$ cat src/sv/antialiased_circle_crop_defines.svh
// Assertion macros shared by the circle crop RTL.
// Each macro expects signals named clk and rst_n in the using module.
`ifndef ANTIALIASED_CIRCLE_CROP_DEFINES_SVH
`define ANTIALIASED_CIRCLE_CROP_DEFINES_SVH

// The consequent must hold in the same cycle as the antecedent.
`define ACC_ASSERT_IMP(label, ante, cons, msg) \
  label: assert property (@(posedge clk) disable iff (!rst_n) (ante) |-> (cons)) \
    else $error(msg);

// The condition must never be true outside reset.
`define ACC_ASSERT_NEVER(label, cond, msg) \
  label: assert property (@(posedge clk) disable iff (!rst_n) !(cond)) \
    else $error(msg);

`endif

$ cat src/sv/acc_pkg.sv
`timescale 1ns / 1ps
// Shared constants, widths and types of the circle crop pipeline.
// No dependencies; acc_front, acc_sqrt, acc_back and the top level import this package.
package acc_pkg;

  localparam int FRAC_BITS     = 8;
  localparam int MAX_IMAGE_DIM = 4096;
  localparam int MAX_CANVAS    = 16384;

  localparam int COORD_W  = 14;
  localparam int COLOR_W  = 8;
  localparam int POS_W    = 15;
  localparam int CFG_W    = 20;
  localparam int CANVAS_W = 14;
  localparam int DIM_W    = 13;
  localparam int IDX_W    = 3;

  localparam int HALF = 1 << (FRAC_BITS - 1);
  localparam int ONE  = 1 << FRAC_BITS;

  localparam int POS_MIN = -(1 << (POS_W - 1));
  localparam int POS_MAX = (1 << (POS_W - 1)) - 1;

  localparam logic [CANVAS_W-1:0] CANVAS_MASK = CANVAS_W'(MAX_CANVAS - 1);

  // Signed offset from the canvas center in half pixels, and its magnitude.
  localparam int H_W  = COORD_W + 3;
  localparam int U_W  = COORD_W + 2;
  localparam int SQ_W = 2 * U_W;

  // Square root pipeline: two result bits per stage.
  localparam int ROOT_W      = (SQ_W + 2 * FRAC_BITS) / 2;
  localparam int SQRT_STAGES = (ROOT_W + 1) / 2;
  localparam int ROOTP_W     = 2 * SQRT_STAGES;
  localparam int RADP_W      = 2 * ROOTP_W;
  localparam int REM_W       = ROOTP_W + 2;

  // Source position sum and its floored integer part.
  localparam int SUM_W = ((CFG_W + 1 > H_W + FRAC_BITS - 1) ? CFG_W + 1
                                                            : H_W + FRAC_BITS - 1) + 1;
  localparam int SC_W  = SUM_W - FRAC_BITS;

  localparam int COV_W  = FRAC_BITS + 1;
  localparam int DIFF_W = ((CFG_W > ROOTP_W) ? CFG_W : ROOTP_W) + 2;

  typedef enum logic [IDX_W-1:0] {
    REG_CENTER_X      = 3'd0,
    REG_CENTER_Y      = 3'd1,
    REG_CIRCLE_RADIUS = 3'd2,
    REG_CANVAS_SIZE   = 3'd3,
    REG_IMAGE_WIDTH   = 3'd4,
    REG_IMAGE_HEIGHT  = 3'd5
  } reg_idx_t;

  typedef struct packed {
    logic [CFG_W-1:0]    crop_cx;
    logic [CFG_W-1:0]    crop_cy;
    logic [CFG_W-1:0]    circle_radius;
    logic [CANVAS_W-1:0] canvas_size;
    logic [DIM_W-1:0]    image_width;
    logic [DIM_W-1:0]    image_height;
  } cfg_t;

  typedef struct packed {
    logic [COLOR_W-1:0] alpha;
    logic [COLOR_W-1:0] blue;
    logic [COLOR_W-1:0] green;
    logic [COLOR_W-1:0] red;
  } pix_t;

  // Per-pixel data that rides along the pipeline; also the result format.
  typedef struct packed {
    pix_t                    pix;
    logic signed [POS_W-1:0] src_col;
    logic signed [POS_W-1:0] src_row;
    logic                    in_bounds;
  } side_t;

  typedef struct packed {
    side_t            side;
    logic [SQ_W-1:0]  sum_sq;
  } front_t;

endpackage

$ cat src/sv/acc_front.sv
`timescale 1ns / 1ps
// Front end: canvas offsets, source position, bounds test and squared distance.
// Three register stages; depends on acc_pkg.
module acc_front import acc_pkg::*; (
  input  logic               clk,
  input  logic               rst_n,
  input  cfg_t               cfg,
  input  logic               in_valid,
  output logic               in_ready,
  input  logic [COORD_W-1:0] in_col,
  input  logic [COORD_W-1:0] in_row,
  input  pix_t               in_pix,
  output logic               out_valid,
  input  logic               out_ready,
  output front_t             out_data
);

  function automatic logic signed [POS_W-1:0] sat_pos(input logic signed [SC_W-1:0] v);
    if (v < $signed(SC_W'(POS_MIN))) begin
      return POS_W'(POS_MIN);
    end else if (v > $signed(SC_W'(POS_MAX))) begin
      return POS_W'(POS_MAX);
    end
    return POS_W'(v);
  endfunction

  function automatic logic signed [SC_W-1:0] dim_limit(input logic [DIM_W-1:0] d);
    if (32'(d) > MAX_IMAGE_DIM) begin
      return SC_W'(MAX_IMAGE_DIM);
    end
    return $signed(SC_W'(d));
  endfunction

  logic                  a_v_r, b_v_r, c_v_r;
  logic                  ld_a, ld_b, ld_c;
  logic [CANVAS_W-1:0]   size;
  logic signed [H_W-1:0] hx_nxt, hy_nxt;
  logic signed [H_W-1:0] a_hx_r, a_hy_r;
  pix_t                  a_pix_r;
  logic [U_W-1:0]        ux, uy;
  logic signed [SUM_W-1:0] sx, sy;
  logic signed [SC_W-1:0]  sc, sr;
  logic                  in_bounds;
  side_t                 side_nxt;
  logic [SQ_W-1:0]       b_ux2_r, b_uy2_r;
  side_t                 b_side_r;
  front_t                c_data_r;

  assign ld_c     = !c_v_r || out_ready;
  assign ld_b     = !b_v_r || ld_c;
  assign ld_a     = !a_v_r || ld_b;
  assign in_ready = ld_a;

  assign size   = cfg.canvas_size & CANVAS_MASK;
  assign hx_nxt = $signed({2'b00, in_col, 1'b1}) - $signed({3'b000, size});
  assign hy_nxt = $signed({2'b00, in_row, 1'b1}) - $signed({3'b000, size});

  always_comb begin
    ux = a_hx_r[H_W-1] ? U_W'(-a_hx_r) : U_W'(a_hx_r);
    uy = a_hy_r[H_W-1] ? U_W'(-a_hy_r) : U_W'(a_hy_r);
    sx = $signed(SUM_W'(cfg.crop_cx)) + (SUM_W'(a_hx_r) <<< (FRAC_BITS - 1));
    sy = $signed(SUM_W'(cfg.crop_cy)) + (SUM_W'(a_hy_r) <<< (FRAC_BITS - 1));
    sc = SC_W'(sx >>> FRAC_BITS);
    sr = SC_W'(sy >>> FRAC_BITS);
    in_bounds = !sc[SC_W-1] && !sr[SC_W-1] &&
                (sc < dim_limit(cfg.image_width)) && (sr < dim_limit(cfg.image_height));
    side_nxt.pix       = a_pix_r;
    side_nxt.src_col   = sat_pos(sc);
    side_nxt.src_row   = sat_pos(sr);
    side_nxt.in_bounds = in_bounds;
  end

  always_ff @(posedge clk) begin
    if (!rst_n) begin
      a_v_r <= 1'b0;
      b_v_r <= 1'b0;
      c_v_r <= 1'b0;
    end else begin
      if (ld_a) a_v_r <= in_valid;
      if (ld_b) b_v_r <= a_v_r;
      if (ld_c) c_v_r <= b_v_r;
    end
  end

  always_ff @(posedge clk) begin
    if (ld_a) begin
      a_hx_r  <= hx_nxt;
      a_hy_r  <= hy_nxt;
      a_pix_r <= in_pix;
    end
    if (ld_b) begin
      b_ux2_r  <= ux * ux;
      b_uy2_r  <= uy * uy;
      b_side_r <= side_nxt;
    end
    if (ld_c) begin
      c_data_r.sum_sq <= b_ux2_r + b_uy2_r;
      c_data_r.side   <= b_side_r;
    end
  end

  assign out_valid = c_v_r;
  assign out_data  = c_data_r;

endmodule

$ cat src/sv/acc_sqrt.sv
`timescale 1ns / 1ps
// Pipelined integer square root of the scaled squared distance.
// Two result bits per stage, side data carried along; depends on acc_pkg.
module acc_sqrt import acc_pkg::*; (
  input  logic               clk,
  input  logic               rst_n,
  input  logic               in_valid,
  output logic               in_ready,
  input  logic [SQ_W-1:0]    in_sum,
  input  side_t              in_side,
  output logic               out_valid,
  input  logic               out_ready,
  output logic [ROOTP_W-1:0] out_root,
  output side_t              out_side
);

  localparam int Last = SQRT_STAGES - 1;

  typedef struct packed {
    logic [REM_W-1:0]   rem;
    logic [ROOTP_W-1:0] root;
  } sq_t;

  function automatic sq_t sq_iter(input sq_t s, input logic [1:0] two);
    sq_t              o;
    logic [REM_W-1:0] t_rem;
    logic [REM_W-1:0] trial;
    t_rem = {s.rem[REM_W-3:0], two};
    trial = {s.root, 2'b01};
    if (t_rem >= trial) begin
      o.rem  = t_rem - trial;
      o.root = {s.root[ROOTP_W-2:0], 1'b1};
    end else begin
      o.rem  = t_rem;
      o.root = {s.root[ROOTP_W-2:0], 1'b0};
    end
    return o;
  endfunction

  logic              v_r    [SQRT_STAGES];
  logic              ld     [SQRT_STAGES];
  sq_t               sq_r   [SQRT_STAGES];
  side_t             side_r [SQRT_STAGES];
  logic [RADP_W-1:0] rad_r  [SQRT_STAGES-1];

  for (genvar k = 0; k < SQRT_STAGES; k++) begin : g_stage
    logic              v_in;
    sq_t               sq_in;
    side_t             side_in;
    logic [RADP_W-1:0] rad_in;
    sq_t               sq_mid;
    sq_t               sq_nxt;

    if (k == 0) begin : g_first
      assign v_in    = in_valid;
      assign sq_in   = '0;
      assign side_in = in_side;
      assign rad_in  = RADP_W'(in_sum) << (2 * FRAC_BITS);
    end else begin : g_next
      assign v_in    = v_r[k-1];
      assign sq_in   = sq_r[k-1];
      assign side_in = side_r[k-1];
      assign rad_in  = rad_r[k-1];
    end

    if (k == Last) begin : g_ld_last
      assign ld[k] = !v_r[k] || out_ready;
    end else begin : g_ld_mid
      assign ld[k] = !v_r[k] || ld[k+1];
      always_ff @(posedge clk) begin
        if (ld[k]) rad_r[k] <= rad_in << 4;
      end
    end

    assign sq_mid = sq_iter(sq_in, rad_in[RADP_W-1 -: 2]);
    assign sq_nxt = sq_iter(sq_mid, rad_in[RADP_W-3 -: 2]);

    always_ff @(posedge clk) begin
      if (!rst_n) begin
        v_r[k] <= 1'b0;
      end else if (ld[k]) begin
        v_r[k] <= v_in;
      end
    end

    always_ff @(posedge clk) begin
      if (ld[k]) begin
        sq_r[k]   <= sq_nxt;
        side_r[k] <= side_in;
      end
    end
  end

  assign in_ready  = ld[0];
  assign out_valid = v_r[Last];
  assign out_root  = sq_r[Last].root;
  assign out_side  = side_r[Last];

endmodule

$ cat src/sv/acc_back.sv
`timescale 1ns / 1ps
// Back end: edge coverage from the root, alpha scaling and the output register.
// Two register stages; depends on acc_pkg.
module acc_back import acc_pkg::*; (
  input  logic               clk,
  input  logic               rst_n,
  input  logic [CFG_W-1:0]   radius,
  input  logic               in_valid,
  output logic               in_ready,
  input  logic [ROOTP_W-1:0] in_root,
  input  side_t              in_side,
  output logic               out_valid,
  input  logic               out_ready,
  output side_t              out_res
);

  logic                     d_v_r, e_v_r;
  logic                     ld_d, ld_e;
  logic [ROOTP_W-1:0]       half_root;
  logic signed [DIFF_W-1:0] diff;
  logic [COV_W-1:0]         cov_nxt;
  logic [COV_W-1:0]         d_cov_r;
  side_t                    d_side_r;
  logic [COLOR_W+COV_W-1:0] scaled;
  side_t                    res_nxt;
  side_t                    e_res_r;

  assign ld_e     = !e_v_r || out_ready;
  assign ld_d     = !d_v_r || ld_e;
  assign in_ready = ld_d;

  always_comb begin
    half_root = in_root >> 1;
    diff = $signed(DIFF_W'(radius)) - $signed(DIFF_W'(half_root)) + $signed(DIFF_W'(HALF));
    if (diff[DIFF_W-1]) begin
      cov_nxt = '0;
    end else if (diff > $signed(DIFF_W'(ONE))) begin
      cov_nxt = COV_W'(ONE);
    end else begin
      cov_nxt = diff[COV_W-1:0];
    end
  end

  always_comb begin
    scaled  = (COLOR_W+COV_W)'(d_side_r.pix.alpha) * (COLOR_W+COV_W)'(d_cov_r)
            + (COLOR_W+COV_W)'(HALF);
    res_nxt = d_side_r;
    if ((d_cov_r != '0) && d_side_r.in_bounds) begin
      res_nxt.pix.alpha = scaled[FRAC_BITS +: COLOR_W];
    end else begin
      res_nxt.pix = '0;
    end
  end

  always_ff @(posedge clk) begin
    if (!rst_n) begin
      d_v_r <= 1'b0;
      e_v_r <= 1'b0;
    end else begin
      if (ld_d) d_v_r <= in_valid;
      if (ld_e) e_v_r <= d_v_r;
    end
  end

  always_ff @(posedge clk) begin
    if (ld_d) begin
      d_cov_r  <= cov_nxt;
      d_side_r <= in_side;
    end
    if (ld_e) e_res_r <= res_nxt;
  end

  assign out_valid = e_v_r;
  assign out_res   = e_res_r;

endmodule

$ cat src/sv/antialiased_circle_crop.sv
`timescale 1ns / 1ps
// Top level of the antialiased circular alpha mask, with the register file.
// Instantiates acc_front, acc_sqrt and acc_back; uses acc_pkg and the defines header.
`include "antialiased_circle_crop_defines.svh"

// One canvas pixel request enters per cycle while out_tready is high. The pipeline has
// 3 front stages, 12 square-root stages and 2 back stages; the square-root pipeline,
// which resolves two root bits per stage, is the deepest part. Every stage stalls
// only when the stage after it is full and blocked, so bubbles are squeezed out and
// the sustained rate stays at one pixel per cycle while out_tready is high. Registers
// are written through the configuration channel, which is always ready, and may only
// change while no pixel is in flight. No memory and no clearing pass after reset.
module antialiased_circle_crop import acc_pkg::*; (
  input  logic             clk,
  input  logic             rst_n,
  input  logic             cfg_valid,
  output logic             cfg_ready,
  input  logic [IDX_W-1:0] cfg_index,
  input  logic [CFG_W-1:0] cfg_data,
  input  logic             in_tvalid,
  output logic             in_tready,
  // out_col[13:0], out_row[27:14], src_red[35:28], src_green[43:36],
  // src_blue[51:44], src_alpha[59:52], zero fill above.
  input  logic [63:0]      in_tdata,
  output logic             out_tvalid,
  input  logic             out_tready,
  // res_red[7:0], res_green[15:8], res_blue[23:16], res_alpha[31:24],
  // source_col[46:32], source_row[61:47], zero fill above.
  output logic [63:0]      out_tdata,
  // source_inside[0].
  output logic             out_tuser
);

  cfg_t               cfg_r;
  pix_t               in_pix;
  logic               f_valid, f_ready;
  front_t             f_data;
  logic               s_valid, s_ready;
  logic [ROOTP_W-1:0] s_root;
  side_t              s_side;
  side_t              res;

  assign cfg_ready = 1'b1;

  always_ff @(posedge clk) begin
    if (!rst_n) begin
      cfg_r.crop_cx       <= '0;
      cfg_r.crop_cy       <= '0;
      cfg_r.circle_radius <= '0;
      cfg_r.canvas_size   <= CANVAS_W'(1);
      cfg_r.image_width   <= DIM_W'(1);
      cfg_r.image_height  <= DIM_W'(1);
    end else if (cfg_valid && cfg_ready) begin
      unique case (reg_idx_t'(cfg_index))
        REG_CENTER_X:      cfg_r.crop_cx       <= cfg_data;
        REG_CENTER_Y:      cfg_r.crop_cy       <= cfg_data;
        REG_CIRCLE_RADIUS: cfg_r.circle_radius <= cfg_data;
        REG_CANVAS_SIZE:   cfg_r.canvas_size   <= cfg_data[CANVAS_W-1:0];
        REG_IMAGE_WIDTH:   cfg_r.image_width   <= cfg_data[DIM_W-1:0];
        REG_IMAGE_HEIGHT:  cfg_r.image_height  <= cfg_data[DIM_W-1:0];
        default: ;
      endcase
    end
  end

  assign in_pix.red   = in_tdata[35:28];
  assign in_pix.green = in_tdata[43:36];
  assign in_pix.blue  = in_tdata[51:44];
  assign in_pix.alpha = in_tdata[59:52];

  acc_front u_front (
    .clk       (clk),
    .rst_n     (rst_n),
    .cfg       (cfg_r),
    .in_valid  (in_tvalid),
    .in_ready  (in_tready),
    .in_col    (in_tdata[13:0]),
    .in_row    (in_tdata[27:14]),
    .in_pix    (in_pix),
    .out_valid (f_valid),
    .out_ready (f_ready),
    .out_data  (f_data)
  );

  acc_sqrt u_sqrt (
    .clk       (clk),
    .rst_n     (rst_n),
    .in_valid  (f_valid),
    .in_ready  (f_ready),
    .in_sum    (f_data.sum_sq),
    .in_side   (f_data.side),
    .out_valid (s_valid),
    .out_ready (s_ready),
    .out_root  (s_root),
    .out_side  (s_side)
  );

  acc_back u_back (
    .clk       (clk),
    .rst_n     (rst_n),
    .radius    (cfg_r.circle_radius),
    .in_valid  (s_valid),
    .in_ready  (s_ready),
    .in_root   (s_root),
    .in_side   (s_side),
    .out_valid (out_tvalid),
    .out_ready (out_tready),
    .out_res   (res)
  );

  assign out_tdata = {2'b00, res.src_row, res.src_col,
                      res.pix.alpha, res.pix.blue, res.pix.green, res.pix.red};
  assign out_tuser = res.in_bounds;

  `ACC_ASSERT_IMP(a_alpha_needs_bounds, out_tvalid && (res.pix.alpha != '0), res.in_bounds, "nonzero alpha outside the image")
  `ACC_ASSERT_IMP(a_outside_is_clear, out_tvalid && !res.in_bounds, res.pix == '0, "pixel outside the image is not cleared")
  `ACC_ASSERT_IMP(a_bounds_nonneg, out_tvalid && res.in_bounds, !res.src_col[POS_W-1] && !res.src_row[POS_W-1], "in bounds with a negative position")
  `ACC_ASSERT_NEVER(a_stall_only_blocked, !in_tready && !(out_tvalid && !out_tready), "input stalled while the output is not blocked")

endmodule
$ cat config.mk
export PLATFORM = sky130hd
export DESIGN_NAME = antialiased_circle_crop
export DESIGN_NICKNAME = d
export VERILOG_FILES = /design/src/sv/acc_pkg.sv /design/src/sv/acc_front.sv /design/src/sv/acc_sqrt.sv /design/src/sv/acc_back.sv /design/src/sv/antialiased_circle_crop.sv
export VERILOG_INCLUDE_DIRS = /design/src /design/src/sv
export SDC_FILE = /design/constraint.sdc
export NUM_CORES = 2
export LEC_CHECK = 0
export ABC_AREA = 0
export BUFFER_PORTS_ARGS = -buffer_cell sky130_fd_sc_hd__buf_2
export CORE_MARGIN = 5
export CORE_UTILIZATION = 45
export CTS_CLUSTER_SIZE = 24
export DETAILED_ROUTE_END_ITERATION = 12
export GPL_ROUTABILITY_DRIVEN = 0
export GPL_TIMING_DRIVEN = 0
export RECOVER_POWER = 25
export SLEW_MARGIN = 20
export SYNTH_ARGS = -nofsm -noshare
export SYNTH_HDL_FRONTEND = slang
export SYNTH_SLANG_ARGS = --single-unit
export TNS_END_PERCENT = 100
$ cat constraint.sdc
create_clock -name clk -period 14 [get_ports clk]
set_input_delay 3.5 -clock clk [delete_from_list [all_inputs] [get_ports clk]]
set_output_delay 3.5 -clock clk [all_outputs]
set_load 0.01 [all_outputs]
# Yosys cells after proc, flatten, opt, wreduce, memory -nomap -nowiden
# Memories as Yosys holds them, arrays and structs flattened. A register that Yosys moved wholly into a read port is not among the register bits.
# Cells that the tools add are included.
dict set report classes {
  n_addsub 34
  n_mul 3
  order_cmp 33
  eq_ne 5
  muxes 104
  n_bitwise 12
  reduce_logical 49
}
# cell n
set ops {}
lappend ops {{50-bit two-way mux} 12}
lappend ops {{26-bit >= comparator} 23}
lappend ops {{48-bit two-way mux} 12}
lappend ops {{26-bit subtractor} 12}
lappend ops {{24-bit subtractor} 11}
lappend ops {{15-bit two-way mux} 6}
lappend ops {{17-bit two-way mux} 4}
lappend ops {{1-bit two-way mux} 67}
lappend ops {{16-bit by 16-bit multiplier with 32-bit output} 2}
lappend ops {{21-bit by 23-bit adder with 24-bit output} 2}
lappend ops {{17-bit by 15-bit greater-than comparator with 1-bit output, second input constant} 2}
lappend ops {{17-bit by 15-bit < comparator with 1-bit output, second input constant} 2}
lappend ops {{17-bit < comparator} 2}
lappend ops {{32-bit adder} 1}
lappend ops {{16-bit two-way mux} 2}
lappend ops {{16-bit negator} 2}
lappend ops {{15-bit by 14-bit subtractor with 16-bit output} 2}
lappend ops {{26-bit by 9-bit adder with 26-bit output, second input constant} 1}
lappend ops {{13-bit greater-than comparator, second input constant} 2}
lappend ops {{26-bit by 10-bit greater-than comparator with 1-bit output, second input constant} 1}
lappend ops {{20-bit by 23-bit subtractor with 24-bit output} 1}
lappend ops {{1-bit zero test} 19}
lappend ops {{1-bit logical OR} 17}
lappend ops {{16-bit by 8-bit adder with 16-bit output, second input constant} 1}
lappend ops {{13 further kinds} 34}
dict set report word_totals {
  reg_bits 463
  ram_bits 1852
  mem_count 4
}
# name words word_bits rd rd_ports_with_merged_regs write_ports line
set memory_table {}
lappend memory_table {u_sqrt.side_r 12 63 12 1 12 acc_sqrt.sv:43} ;# side_t side_r [SQRT_STAGES];
lappend memory_table {u_sqrt.sq_r 12 50 12 0 12 acc_sqrt.sv:42} ;# sq_t sq_r [SQRT_STAGES];
lappend memory_table {u_sqrt.rad_r 11 44 11 0 11 acc_sqrt.sv:44} ;# logic [RADP_W-1:0] rad_r [SQRT_STAGES-1];
lappend memory_table {u_sqrt.v_r 12 1 12 0 12 acc_sqrt.sv:40} ;# logic v_r [SQRT_STAGES];

# Longest topological paths before layout
dict set report depth {
  word_depth 19
  ltp_mapped 35
  mapped_depth_nobuf 31
}

# Hierarchy
# Synthesis repeated with hierarchy kept, for this count alone.
dict set report hier_totals {
  hier_cells 8117
  hier_area_um2 99197.6
}
# module instances cells_per_inst area_each_um2 seq_area_each_um2
set by_module_without_submodules {}
lappend by_module_without_submodules {acc_sqrt 1 4431 59548.4 38516.9}
lappend by_module_without_submodules {acc_front 1 2609 27573.9 8498.2}
lappend by_module_without_submodules {acc_back 1 722 8375.5 4093.9}
lappend by_module_without_submodules {antialiased_circle_crop 1 355 3699.8 2001.9}

# Least setup slack after synthesis
# No wires, ideal clock.
dict set report synth_timing {
  path_type {input-to-output}
  from {input port out_tready}
  to {output port in_tready}
  arrival_ns 7.808
  required_time_ns 10.500
  slack_ns 2.692
  stages 10
  cell_sequence {nor2b_1 -> inv_1 -> nor2_1 -> and2_1 -> and3_1 -> and3_1 -> and3_1 -> and3_1 -> and3_1 -> nand2_1}
}
dict set report synth_via {
  elab_chain_len 17
}
# element line
set synth_lines {}
lappend synth_lines {{from (decl)} antialiased_circle_crop.sv:26} ;# input logic out_tready,
lappend synth_lines {{1-bit logical OR} acc_back.sv:28} ;# assign ld_e = !e_v_r || out_ready;
lappend synth_lines {{net u_back.ld_e} acc_back.sv:18} ;# logic ld_d, ld_e;
lappend synth_lines {{1-bit logical OR} acc_back.sv:29} ;# assign ld_d = !d_v_r || ld_e;
lappend synth_lines {{1-bit logical OR} acc_sqrt.sv:67} ;# assign ld[k] = !v_r[k] || out_ready;
lappend synth_lines {{1-bit logical OR (11 in a row)} acc_sqrt.sv:69} ;# assign ld[k] = !v_r[k] || ld[k+1];
lappend synth_lines {{1-bit logical OR} acc_front.sv:49} ;# assign ld_c = !c_v_r || out_ready;
lappend synth_lines {{1-bit logical OR} acc_front.sv:50} ;# assign ld_b = !b_v_r || ld_c;
lappend synth_lines {{1-bit logical OR} acc_front.sv:51} ;# assign ld_a = !a_v_r || ld_b;
lappend synth_lines {{to (decl)} antialiased_circle_crop.sv:21} ;# output logic in_tready,
# The timed path passes the listed nets, and every way through them passes these cells.

# Worst setup path in the final report
dict set report layout_timing {
  from {register u_front.a_hy_r[0]}
  to {register u_front.b_uy2_r[29], data pin}
}
dict set report layout_via {
  elab_chain_len 3
}
# element line
set layout_lines {}
lappend layout_lines {{from (decl)} acc_front.sv:38} ;# logic signed [H_W-1:0] a_hx_r, a_hy_r;
lappend layout_lines {{from (signal assigned)} acc_front.sv:88} ;# a_hy_r <= hy_nxt;
lappend layout_lines {{16-bit negator} acc_front.sv:60} ;# uy = a_hy_r[H_W-1] ? U_W'(-a_hy_r) : U_W'(a_hy_r);
lappend layout_lines {{16-bit two-way mux *} acc_front.sv:60}
lappend layout_lines {{16-bit by 16-bit multiplier with 32-bit output *} acc_front.sv:93} ;# b_uy2_r <= uy * uy;
lappend layout_lines {{to (signal assigned)} acc_front.sv:93}
lappend layout_lines {{to (decl)} acc_front.sv:45} ;# logic [SQ_W-1:0] b_ux2_r, b_uy2_r;
# Every way passes the cells marked *; elsewhere a longest branch is shown, timed or not.
# A chain may end at the register's enable or synchronous reset.

==> impl_metrics.ini <==
[logic_synthesis]
synth_edf_count = 1688
async_flop_share = 0
synthDistinctLibCells = 108
synth_largest_area_cell = edfxtp_1
yosys.area_share.simple = 0.105
synth_seq_cells = 1780
yosysSeqAreaShare = 0.537
yosysTopAreaCellShare = 0.518
synth_area_um2 = 97900
synth_top_family_by_area = adder cells
synth_top_cells_by_area = edfxtp_1, ha_1, fa_1
syn_inst = 8139
synthFlopType = edfxtp_1
ys_top_cells_by_count = edfxtp_1, inv_1, nand2_1
yosysWarnings = 0
synth_compound_area_frac = 0.100
synthAdderAreaFrac = 0.159
synth_xor_area_frac = 0.0456
avgSynthCellArea_um2 = 12.0
synth_mux_area_frac = 0.0103
yosysMostFrequentCell = edfxtp_1

[cells_and_area]
layout.nets = 9629
final_cells = 11500
utilization = 0.503
area_growth_pct = 11.3
final_layout_size_suffix_gt1_frac = 0.0726
nFillCells = 18700

[global_route]
grt_pass1_vias = 62300
overflow = 0
grt_max_degree = 95
track_usage = 0.193
grt_pass1_wl_um = 349000
grt_antenna_before_repair = 27

[clocking]
cts_tree = done
cts_root_buf = clkbuf_16
clk_latency_ns = 0.84
clk_pin_slew_ns = 0.06
post_cts_buffers = 0
ctsHtreeMaxLevel = 4
cts_hold_buf = 0
cts_made_buffers = 180
clock_path_buffers = 3
cts_resized = 0
clock_sinks = 1780

[drt]
ant_nets = 0
wl_per_cell_um = 19.2
drtIter0Drc = 3967
firstDrtPassIters = 9
wirelength_um = 222000
route.detailed.drc = 0
vias = 61800
vias_per_cell = 5.36

[worst_hold_path]
hold_depth = 0
min_to = u_sqrt.side_r[10][42]$_DFFE_PP_
hold_start = u_sqrt.side_r[9][42]$_DFFE_PP_
worstHoldPathType = flop to flop

[critical_path]
max_stage_delay_ns = 0.89
worst-setup-path-type = flop to flop
arrival_ns = 12.64
cp_top_family = adder cells
cp-start-kind = flop
r2r_slack_ns = 1.99
r2r_start = u_front.a_hy_r[0]$_DFFE_PP_
rr_endpoint = u_front.b_uy2_r[29]$_DFFE_PP_
endpoint_kind = flop
reg2reg_depth = 30
path_buf_inv = 10
cpMostUsedCell = fa_1
path_max_fanout = 12
slowest_stage = xor2_1
cp.required_ns = 14.64

[floorplanning]
die_h_um = 476
die_area_um2 = 227000
die_w_um = 476
io_pins = 160
core-area_um2 = 217000
initial_utilization = 0.452
row_count = 171

[sta]
fin_tns_setup_ns = 0
fin_skew_ns = 0.0614
hold_viol = 0
grt_setup_unrepaired = no
slew_headroom = 0.199
finalCritPeriodShare = 0.858
finalSetupViolations = 0
maxSlewViolCount = 0
fin_hold_ws_ns = 0.359
min_period_ns = 12.01
tightest_slew_ns = 1.20
clock.fmax_mhz = 83.3

[placement]
hpwl_um = 170000
portBuffers = 151
place_inst = 11200

[flow_run]
maxCapViolCount = 0

[outcome]
status = completed
layer usage:
layer	track usage	up-vias	wire length [um]
met3	0.0242	421	9040
met2	0.330	1462	109000
met1	0.250	30200	94600
met4	0.0790	0	9090
met5	0	-	0
li1	-	29700	-
layout make-up:
| class | instances | area, um2 | area share |
|---|---|---|---|
| clock buffer | 228 | 4730 | 0.0434 |
| inverter | 927 | 3540 | 0.0325 |
| timing repair buffer | 175 | 1380 | 0.0127 |
| tap | 2854 | 3570 | 0.0328 |
| antenna | 12 | 30.0 | 0.000276 |
| buffer | 189 | 758 | 0.00696 |
| clock inverter | 97 | 1140 | 0.0105 |
| multi-input combinational | 5269 | 41300 | 0.379 |
| sequential | 1780 | 52500 | 0.482 |
stage by stage:
stage,cell area (um2),setup WS (ns)
6_report,109000,1.99
5_1_grt,109000,1.44
4_1_cts,109000,1.96
3_5_place_dp,103000,2.06
3_3_place_gp,102000,0.141
2_1_floorplan,98000,2.69
sequential cells by signal, summed over array words and instances (netlist names), 15 cells and up:
| name | flops |
|---|---|
| cfg_r | 86 |
| u_back.d_side_r | 63 |
| u_back.out_res | 63 |
| u_front.a_hx_r | 15 |
| u_front.a_hy_r | 16 |
| u_front.a_pix_r | 32 |
| u_front.b_side_r | 63 |
| u_front.b_ux2_r | 30 |
| u_front.b_uy2_r | 31 |
| u_front.out_data | 94 |
| u_sqrt.rad_r | 105 |
| u_sqrt.side_r | 756 |
| u_sqrt.sq_r | 400 |
worst max path at each step:
stage                                      from                             to  slack [ns]  cells past startpoint
floorplan                            out_tready                      in_tready        2.69                     10
global placement                     out_tready                      in_tready        0.14                     12
detailed placement  u_front.a_hy_r[0]$_DFFE_PP_  u_front.b_uy2_r[29]$_DFFE_PP_        2.06                     30
CTS                 u_front.a_hy_r[0]$_DFFE_PP_  u_front.b_uy2_r[29]$_DFFE_PP_        1.96                     30
global route        u_front.a_hy_r[0]$_DFFE_PP_  u_front.b_uy2_r[29]$_DFFE_PP_        1.44                     30
finish              u_front.a_hy_r[0]$_DFFE_PP_  u_front.b_uy2_r[29]$_DFFE_PP_        1.99                     30
cells by family after synthesis:
group / count (synthesis)
and+or+nand+nor: 2137
DFF: 1780
AOI/OAI and AO/OA: 1489
buffers and inverters: 1116
adders and majority gates: 1015
xor gates and xnor gates: 510
muxes: 90
other: 2
placed cells by master (no fill, tap or decap), types with 39 or more instances in the layout:
master,netlist,routed
edfxtp_1,1688,1688
inv_1,909,900
nand2_1,760,752
ha_1,634,634
nor2_1,481,481
a21oi_1,403,403
fa_1,381,381
xnor2_1,345,344
o21ai_0,286,286
clkbuf_1,156,201
clkbuf_16,0,181
buf_2,15,167
xor2_1,165,163
nor3_1,140,140
a21o_1,123,123
a21boi_0,114,114
nand3_1,106,106
and2_1,102,102
dfxtp_1,92,92
nand2b_1,84,84
o21a_1,75,75
nor2b_1,73,73
and3_1,66,66
nor4_1,64,64
mux2_2,64,64
or3_1,63,63
o21bai_1,55,55
o31ai_1,52,52
nand4_1,50,50
a211oi_1,50,50
a31oi_1,46,46
clkinv_1,12,39
worst register-to-register path, delay by kind of cell, from the launching register on:
| family | cells | cell delay, ns |
|---|---|---|
| and+or+nand+nor | 4 | 1.42 |
| adders and majority gates | 8 | 3.68 |
| AOI/OAI and AO/OA | 6 | 1.81 |
| xor gates and xnor gates | 2 | 1.13 |
| buffers and inverters | 10 | 3.26 |
| DFF | 1 | 0.53 |
Power is not shown: default switching activity piles up to over one toggle a cycle in this logic, so the estimate is an artifact.
